$ cat src/rtl/tpct_pkg.sv
// ----------------------------------------------------------------------------
// tpct_pkg
// Shared types and constants of the transport stream PID continuity tracker.
// ----------------------------------------------------------------------------
package tpct_pkg;

   // table geometry
   localparam int PID_COUNT = 8192;
   localparam int PID_W     = 13;
   localparam int IDX_W     = (PID_COUNT > 1) ? $clog2(PID_COUNT) : 1;
   localparam logic [PID_W:0] PID_LIMIT = (PID_W + 1)'(PID_COUNT);

   // field widths
   localparam int CMD_W   = 3;
   localparam int CC_W    = 4;
   localparam int COUNT_W = 32;

   typedef enum logic [CMD_W-1:0] {
      CMD_PACKET        = 3'd0,
      CMD_SET_USED      = 3'd1,
      CMD_SET_ALL       = 3'd2,
      CMD_RESET_ENTRY   = 3'd3,
      CMD_CLEAR_CHANGED = 3'd4,
      CMD_QUERY         = 3'd5
   } cmd_type;

   typedef struct packed {
      logic [COUNT_W-1:0] packet_count;
      logic [COUNT_W-1:0] error_count;
      logic [CC_W-1:0]    last_cc;
      logic               cc_valid;
      logic               used;
   } entry_type;

   localparam int ENTRY_W = $bits(entry_type);

   typedef enum logic [1:0] {
      ST_CLEAR,
      ST_IDLE,
      ST_READ,
      ST_UPDATE
   } state_type;

   // controller to datapath
   typedef struct packed {
      logic clear_step;
      logic capture;
      logic read;
      logic commit;
   } dp_cmd_type;

   // datapath to controller
   typedef struct packed {
      logic clear_last;
   } dp_status_type;

endpackage

$ cat src/rtl/tpct_ctrl.sv
// ----------------------------------------------------------------------------
// tpct_ctrl
// Controller: clearing pass after reset, then read and update per request.
// ----------------------------------------------------------------------------
module tpct_ctrl (
   input  logic                    clock,
   input  logic                    reset,
   input  logic                    start,
   output logic                    busy,
   output tpct_pkg::dp_cmd_type    dp_cmd,
   input  tpct_pkg::dp_status_type dp_status
);

   import tpct_pkg::*;

   state_type state_ff;
   state_type state_in;

   // next state
   always_comb begin
      state_in = state_ff;
      case (state_ff)
         ST_CLEAR: begin
            if (dp_status.clear_last) begin
               state_in = ST_IDLE;
            end
         end
         ST_IDLE: begin
            if (start) begin
               state_in = ST_READ;
            end
         end
         ST_READ: begin
            state_in = ST_UPDATE;
         end
         ST_UPDATE: begin
            state_in = ST_IDLE;
         end
         default: begin
            state_in = ST_CLEAR;
         end
      endcase
   end

   // outputs
   always_comb begin
      dp_cmd = '0;
      busy   = 1'b1;
      case (state_ff)
         ST_CLEAR: begin
            dp_cmd.clear_step = 1'b1;
         end
         ST_IDLE: begin
            busy           = 1'b0;
            dp_cmd.capture = start;
         end
         ST_READ: begin
            dp_cmd.read = 1'b1;
         end
         ST_UPDATE: begin
            dp_cmd.commit = 1'b1;
         end
         default: begin
            busy = 1'b1;
         end
      endcase
   end

   // hold state
   always_ff @(posedge clock) begin
      if (reset) begin
         state_ff <= ST_CLEAR;
      end else begin
         state_ff <= state_in;
      end
   end

   // a request is only taken after the table has been swept clear
   a_capture_idle: assert property (@(posedge clock) disable iff (reset)
      dp_cmd.capture |-> (state_ff == ST_IDLE))
      else $error("request captured outside idle");

   // every captured request is read and then written back
   a_read_follows: assert property (@(posedge clock) disable iff (reset)
      dp_cmd.capture |=> dp_cmd.read ##1 dp_cmd.commit)
      else $error("read or update did not follow capture");

   // sweep ends only from the clearing state
   a_clear_end: assert property (@(posedge clock) disable iff (reset)
      (state_ff == ST_CLEAR && dp_status.clear_last) |=> (state_ff == ST_IDLE))
      else $error("clearing pass did not end in idle");

endmodule

$ cat config.mk
export PLATFORM = sky130hd
export DESIGN_NAME = tpct_ctrl
export DESIGN_NICKNAME = d
export VERILOG_FILES = /design/src/rtl/tpct_pkg.sv /design/src/rtl/tpct_ctrl.sv
export SDC_FILE = /design/constraint.sdc
export NUM_CORES = 1
export LEC_CHECK = 0
export ABC_CLOCK_PERIOD_IN_PS = 1190
export BUFFER_PORTS_ARGS = -buffer_cell sky130_fd_sc_hd__buf_2
export CAP_MARGIN = 20
export CORE_AREA = 2 2 39 41
export DETAILED_ROUTE_END_ITERATION = 8
export DIE_AREA = 0 0 41 43
export SYNTH_ARGS = -nofsm -noshare
export SYNTH_HDL_FRONTEND = slang
export SYNTH_SLANG_ARGS = --single-unit
export TNS_END_PERCENT = 1
$ cat constraint.sdc
create_clock -name clock -period 1.19 [get_ports clock]
set_input_delay 0 -clock clock [delete_from_list [all_inputs] [get_ports clock]]
set_output_delay 0 -clock clock [all_outputs]
set_load 0.03 [all_outputs]
**Word-level counts from Yosys, hierarchy flattened**

Cells that the tools add are included.

- Logic and storage cells: 16
- Output and inout port bits: 5
- Input port bits: 4
- Bits in registers: 2

- Multiplexer cells: 8
- Eq/ne operators: 5
- Reduce and logical (&&, ||, !) cells: 2

Operators by type and width:

| kind | number |
|---|---|
| $pmux 2 s4 | 1 |
| $mux 1 | 5 |
| $eq 2x2->1 const B | 2 |
| $mux 2 | 2 |
| $ne 2x2->1 const B | 2 |
| $eq 2x1->1 const B | 1 |
| $logic_not 2->1 | 1 |
| $reduce_and 2->1 | 1 |

**Logic depth before layout (Yosys ltp)**

Gate-level depths: netlist of the first run.

- Depth in word-level cells: 3
- Gate-level depth with buffers: 5
- Gate-level depth less buffers: 5

**Least setup slack after synthesis of the first run**

Ideal clock, no wire load.

- Kind: register -> register
- Start: register state_ff[0]
- End: register state_ff[1]
- Stages on the path, launching flop included: 6
- Path slack: -80 ps
- Clock period less this slack: 1,270 ps
- Setup time: 72 ps
- Required time: 1,118 ps
- Path buffers: 0
- Arrival time: 1,199 ps
- Cells stage by stage: dfxtp_1 > inv_1 > ha_1 > nor2b_4 > a21oi_1 > mux2i_1

- Longest elaborated chain between the ends: 3
- Elaborated cells between the ends (all ways): 8
- Classes of those cells: eq/ne (5); mux (1); reduce/logical (2)

RTL lines:

| element | line | text |
|---|---|---|
| start, declared | tpct_ctrl.sv:16 | `state_type state_ff;` |
| start signal, assigned | tpct_ctrl.sv:74 | `state_ff <= state_in;` |
| $eq 2x1->1 or $logic_not 2->1 (tied branches) | tpct_ctrl.sv:22 | `case (state_ff)` |
| $ne 2x2->1 (no source line) | - |  |
| $reduce_and 2->1 (no source line) | - |  |

Several ways; a longest one is shown, not always the timed one.
A chain may end at the register's enable or synchronous reset.

**Worst setup path after layout of the first run**

Same ends and word-level chain as after synthesis.

==> qor.yml, run 1 <==
placed_design:
  place_ws_ps: 53.4
  io_buffers: 8
  place_congestion: 0.625
synth:
  ys_top_cells_by_area: "ha_1 (30%), dfxtp_1 (24%), inv_1 (9.0%), nor2b_4 (8.3%), nand2b_1 (7.5%)"
  synthDistinctLibCells: 10
  netlist_area_um2: 166
  syn_inst: 19
  synth.yosys.seq_area_share_pct: 24.1
  synth.largest_area_cell: "ha_1"
  syn_area_per_cell_um2: 8.76
  yosys.area.top_type_share_pct: 30.1
  synth-seq-cells: 2
  syn_nets: 27
  yosys_warnings: 0
outcome:
  status: "finished clean"
floorplan:
  initial_core_util_pct: 12.0
  die_area_um2: 1760
  rows: 14
  die_w_um: 41
  die_height_um: 43
  io_pins: 9
  coreArea_um2: 1380
drt:
  top_layer: "met3"
  vias: 155
  wl_met2_um: 156
  routed_wl_um: 311
  ant_nets: 0
  wl_per_cell_um: 6.35
  wl_met1_um: 122
  drt_iter0_drc: 0
  vias_per_cell: 3.16
  met3_length_um: 33
  drt_first_pass_iters: 1
  drc: 0
clock_network:
  cts_inserted_buffers: 3
  cts-root-buf: "clkbuf_4"
  clockBufferDepth: 2
  clock-sinks: 2
  htreeDepth: 1
  worstSkewPairLatency_ps: 220
  path_clk_slew_ps: 30
  cts_tree: "built"
sta:
  worst_slack_ps: 69.4
  finalSetupViolCount: 0
  rsz0062_at_grt: "true"
  fmax_mhz: 892
  relSlewSlack_pct: 89.6
  tightest_slew_ps: 154
  period_needed_ps: 1120
  clock_skew_ps: 2.01
  final_hold_viol_count: 0
  final.period_utilization_pct: 94.2
  final_max_slew_viol_count: 0
final_layout:
  largest_register_ffs: 2
  utilization_pct: 20.2
  area_delta_synth_final_pct: 67.7
  diodes: 0
  final_nets: 43
  drive_gt1_share_pct: 45.5
  top_regs: "state_ff: 2 flops"
  top_register: "state_ff"
power_and_ir_drop:
  power_density_nw_per_um2: 1890
  ir_worst_vdd_mv: 0.410
  leakagePower_nw: 0.148
global_routing:
  antenna_found_initial: 0
  grt_use_total_pct: 5.20
  grt.overflow.total: 0
  grt_pass1_vias: 144
  grt_max_degree: 4
  grt_pass1_wl_um: 503
worst_setup_path:
  endpoint_kind: "flop"
  worstPathRequired_ps: 1340
  startpoint_type: "flop"
  worstPathMaxFanout: 3
  crit_type: "reg -> reg"
  worst_ep_arrival_time_ps: 1270
job:
  maxCapViolations: 0
min_path:
  min-delay-path-class: "in -> reg"
[per-stage QoR]
step | setup TNS (ps) | instances | hold WS (ps) | cell area, um^2 | total power [mW]
2_1_floorplan | 0 | 19 | 69.1 | 169 | 0.309
3_3_place_gp | 0 | 45 | 183 | 244 | 0.383
6_report | 0 | 49 | 183 | 279 | 0.527
5_1_grt | -97.6 | 49 | 202 | 279 | 0.578
3_5_place_dp | 0 | 45 | 186 | 244 | 0.382
4_1_cts | 0 | 49 | 171 | 277 | 0.539
[layout by cell type, fill, tap and decap left out, drive strengths merged]
master       count
nor2b            1
nor2             1
or2              1
o21ai            1
clkbuf           4
buf              9
dlygate4sd3      1
ha               4
inv              4
a21oi            2
mux2i            1
nand2b           2
dfxtp            2
[critical path, stage by stage, from the launching register on]
cell     delay (ps)
dfxtp_1         340
inv_1            70
ha_2            180
nor2b_4         120
a21oi_1         150
mux2i_1         190
[power by group]
group | switching, mW | internal (mW) | total [mW]
Clock | 0.0356 | 0.111 | 0.147
Combinational | 0.167 | 0.117 | 0.284
Sequential | 0.0104 | 0.0861 | 0.0964
[what timing repair did]
item / in CTS / in global routing
resized for setup: 0 / 1
setup endpoints to repair: 0 / 2
buffers inserted: 0 / 0
endpoints found under the hold margin: 1 / 0
hold buffers: 1 / 0
[cells by family after synthesis]
kind of cell / synth area share (%)
adders and majority gates: 30.1
AOI/OAI and AO/OA: 9.02
and+or+nand+nor: 21.8
muxes: 6.02
buffers and inverters: 9.02
DFF: 24.1
[worst paths after layout]
check                      startpoint                       end  slack [ps]  cells past startpoint
min reg2reg  state_ff[1]$_SDFFE_PP0P_  state_ff[1]$_SDFFE_PP0P_         600                      3
max          state_ff[0]$_SDFFE_PP0P_  state_ff[1]$_SDFFE_PP0P_          70                      5
max reg2reg  state_ff[0]$_SDFFE_PP0P_  state_ff[1]$_SDFFE_PP0P_          70                      5
min                         dp_status  state_ff[0]$_SDFFE_PP0P_         180                      4
[area by class of cell]
type,count,area (um^2)
Timing Repair Buffer,11,67.6
Multi-Input combinational cell,13,114
Tap cell,16,20.0
Sequential cell,2,40.0
Clock buffer,3,22.5
Inverter,4,15.0
Fill cell,162,1100
[routing by layer]
layer | GRT usage (%) | vias up
met5 | 0 | -
met4 | 8.00 | 0
met3 | 4.71 | 0
met2 | 5.31 | 5
met1 | 4.44 | 63
li1 | - | 87
[cell usage after synthesis, drive strengths merged]
cell type	number
ha	4
nor2b	1
a21oi	2
nand2b	2
mux2i	1
dfxtp	2
nor2	1
o21ai	1
or2	1
inv	4
Power figures use the tool's default switching activity.
==> run 2, diff against run 1 <==
- ABC_AREA: default -> 1
==> qor.yml, run 2 <==
outcome:
  status: "finished clean"
drt:
  drc: 0
  wl_per_cell_um: 6.36
  vias: 179
  vias_per_cell: 3.38
  drt_iter0_drc: 2
  ant_nets: 0
  drt_first_pass_iters: 2
  routed_wl_um: 337
clock_network:
  clock-sinks: 2
  htreeDepth: 1
  cts_inserted_buffers: 3
  clockBufferDepth: 2
  cts_tree: "built"
  path_clk_slew_ps: 30
  post_cts_buffers: 0
  worstSkewPairLatency_ps: 220
  cts-root-buf: "clkbuf_4"
global_routing:
  grt_use_total_pct: 5.92
  grt.overflow.total: 0
  grt_max_degree: 5
  antenna_found_initial: 0
  grt_pass1_vias: 178
  grt_pass1_wl_um: 600
sta:
  finalSetupViolCount: 0
  final_max_slew_viol_count: 0
  fmax_mhz: 923
  finalHoldWorstSlack_ps: 152
  rsz0062_at_grt: "false"
  clock_skew_ps: 0.0756
  fin_tns_setup_ps: 0
  period_needed_ps: 1080
  relSlewSlack_pct: 89.8
  tightest_slew_ps: 154
  final_hold_viol_count: 0
  worst_slack_ps: 107
  final.period_utilization_pct: 91.0
worst_setup_path:
  cpPeakStageDelay_ps: 320
  startpoint: "state_ff[1]$_SDFFE_PP0P_"
  crit_cells: 5
  crit_type: "reg -> out"
  path_cells: "inv_1 > ha_2 > nand2_1 > inv_1 > clkbuf_4"
  crit_slowest_cell: "dfxtp_2"
  cp_top_family: "flip-flops"
  worst_ep_arrival_time_ps: 1080
  startpoint_type: "flop"
  worstPathRequired_ps: 1190
  cp_common_cell: "inv_1"
  reg2reg_to: "state_ff[0]$_SDFFE_PP0P_"
  worstPathMaxFanout: 4
  endpoint_kind: "output port"
  rr_worst_depth: 6
  rrSetupSlack_ps: 130
  r2r_start: "state_ff[0]$_SDFFE_PP0P_"
  crit_end: "dp_cmd[2]"
  critical_path_buf_inv_count: 3
synth:
  ys_async_sr_fraction_pct: 0
  yosysMostFrequentCell: "inv_1"
  synthDistinctLibCells: 9
  yosys_warnings: 0
  syn_area_per_cell_um2: 7.09
  synth-edff-count: 0
  ys_top_cells_by_area: "ha_1 (29%), dfxtp_1 (24%), inv_1 (15%), nand2_1 (13%), a21oi_2 (5.1%)"
  synth-seq-cells: 2
  yosys.area.top_type_share_pct: 29.4
  synthFlopType: "dfxtp_1"
  netlist_area_um2: 170
  syn_inst: 24
  synth.yosys.seq_area_share_pct: 23.5
  synth.largest_area_cell: "ha_1"
  syn_nets: 32
  synthTopCellsByCount: "inv_1 (7), nand2_1 (6), ha_1 (4)"
final_layout:
  fin_area_um2: 279
  drive_gt1_share_pct: 43.2
  fin_cells: 53
  final_nets: 47
  diodes: 0
  area_delta_synth_final_pct: 64.0
  top_register: "state_ff"
  utilization_pct: 20.2
  nFillCells: 156
  layout_commonest_cell: "inv_1"
  top_regs: "state_ff: 2 flops"
  largest_register_ffs: 2
  final_cell_mix: "inv_1 (7), nand2_1 (6), buf_2 (6), clkbuf_4 (5), ha_1 (3)"
placed_design:
  place_congestion: 0.668
  hpwl_um: 268
  placed_cell_area_um2: 238
  place_ws_ps: 126
  io_buffers: 8
  dpl.cell_count: 49
min_path:
  min-delay-path-class: "in -> reg"
job:
  maxCapViolations: 0
power_and_ir_drop:
  leakagePower_nw: 0.166
  p_total_mw: 0.594
  power_density_nw_per_um2: 2130
  ir_worst_vdd_mv: 0.424
floorplan:
  initial_core_util_pct: 12.3
  die_area_um2: 1760
  io_pins: 9
  coreArea_um2: 1380
  die_height_um: 43
  rows: 14
  die_w_um: 41
run 2: layout make-up:
cell class,count,area [um^2],share of cell area [%]
clock buffer,3,22.5,8.07
inverter,7,26.3,9.42
tap,16,20.0,7.17
sequential,2,41.3,14.8
multi-input combinational,15,106,38.1
timing repair buffer,10,62.6,22.4
run 2: kinds of logic (layout without fill, tap and decap cells):
| family | count (synthesis) | after routing | share of synthesized area, % |
|---|---|---|---|
| and+or+nand+nor | 9 | 9 | 23.5 |
| buffers and inverters | 7 | 20 | 15.4 |
| adders and majority gates | 4 | 4 | 29.4 |
| AOI/OAI and AO/OA | 2 | 2 | 8.09 |
| DFF | 2 | 2 | 23.5 |
run 2: worst min-delay path by stage:
| stage | depth (start not counted) | startpoint | end |
|---|---|---|---|
| 4_1_cts | 5 | start | state_ff[1]$_SDFFE_PP0P_ |
| 6_report | 5 | start | state_ff[1]$_SDFFE_PP0P_ |
| 3_3_place_gp | 2 | reset | state_ff[0]$_SDFFE_PP0P_ |
| 5_1_grt | 5 | start | state_ff[1]$_SDFFE_PP0P_ |
| 2_1_floorplan | 1 | reset | state_ff[0]$_SDFFE_PP0P_ |
| 3_5_place_dp | 2 | reset | state_ff[0]$_SDFFE_PP0P_ |
run 2: routing by layer:
metal | share of wire, % | up-vias | routed length, um | GRT usage [%]
li1 | - | 95 | - | -
met4 | 0 | 0 | 0 | 6.00
met2 | 47 | 6 | 159 | 7.50
met1 | 42 | 78 | 141 | 4.50
met5 | 0 | - | 0 | 0
met3 | 11 | 0 | 36 | 6.28
run 2: worst register-to-register path, delay by kind of cell, from the launching register on:
family	cells	cell delay [ps]
AND/OR/NAND/NOR	3	280
flip-flops	1	350
adder cells (fa/ha/maj)	1	210
buffers and inverters	1	70
AO/OA/AOI/OAI	1	50
run 2: what timing repair did:
action | CTS | global route
setup endpoints to repair | 0 | 2
hold buffers | 1 | 0
gates resized for setup | 0 | 4
hold endpoints to repair | 1 | 0
run 2: where the power goes:
part / internal (mW) / switching [mW]
Combinational: 0.122 / 0.209
Clock: 0.111 / 0.0380
Sequential: 0.0933 / 0.0203
Total: 0.327 / 0.267
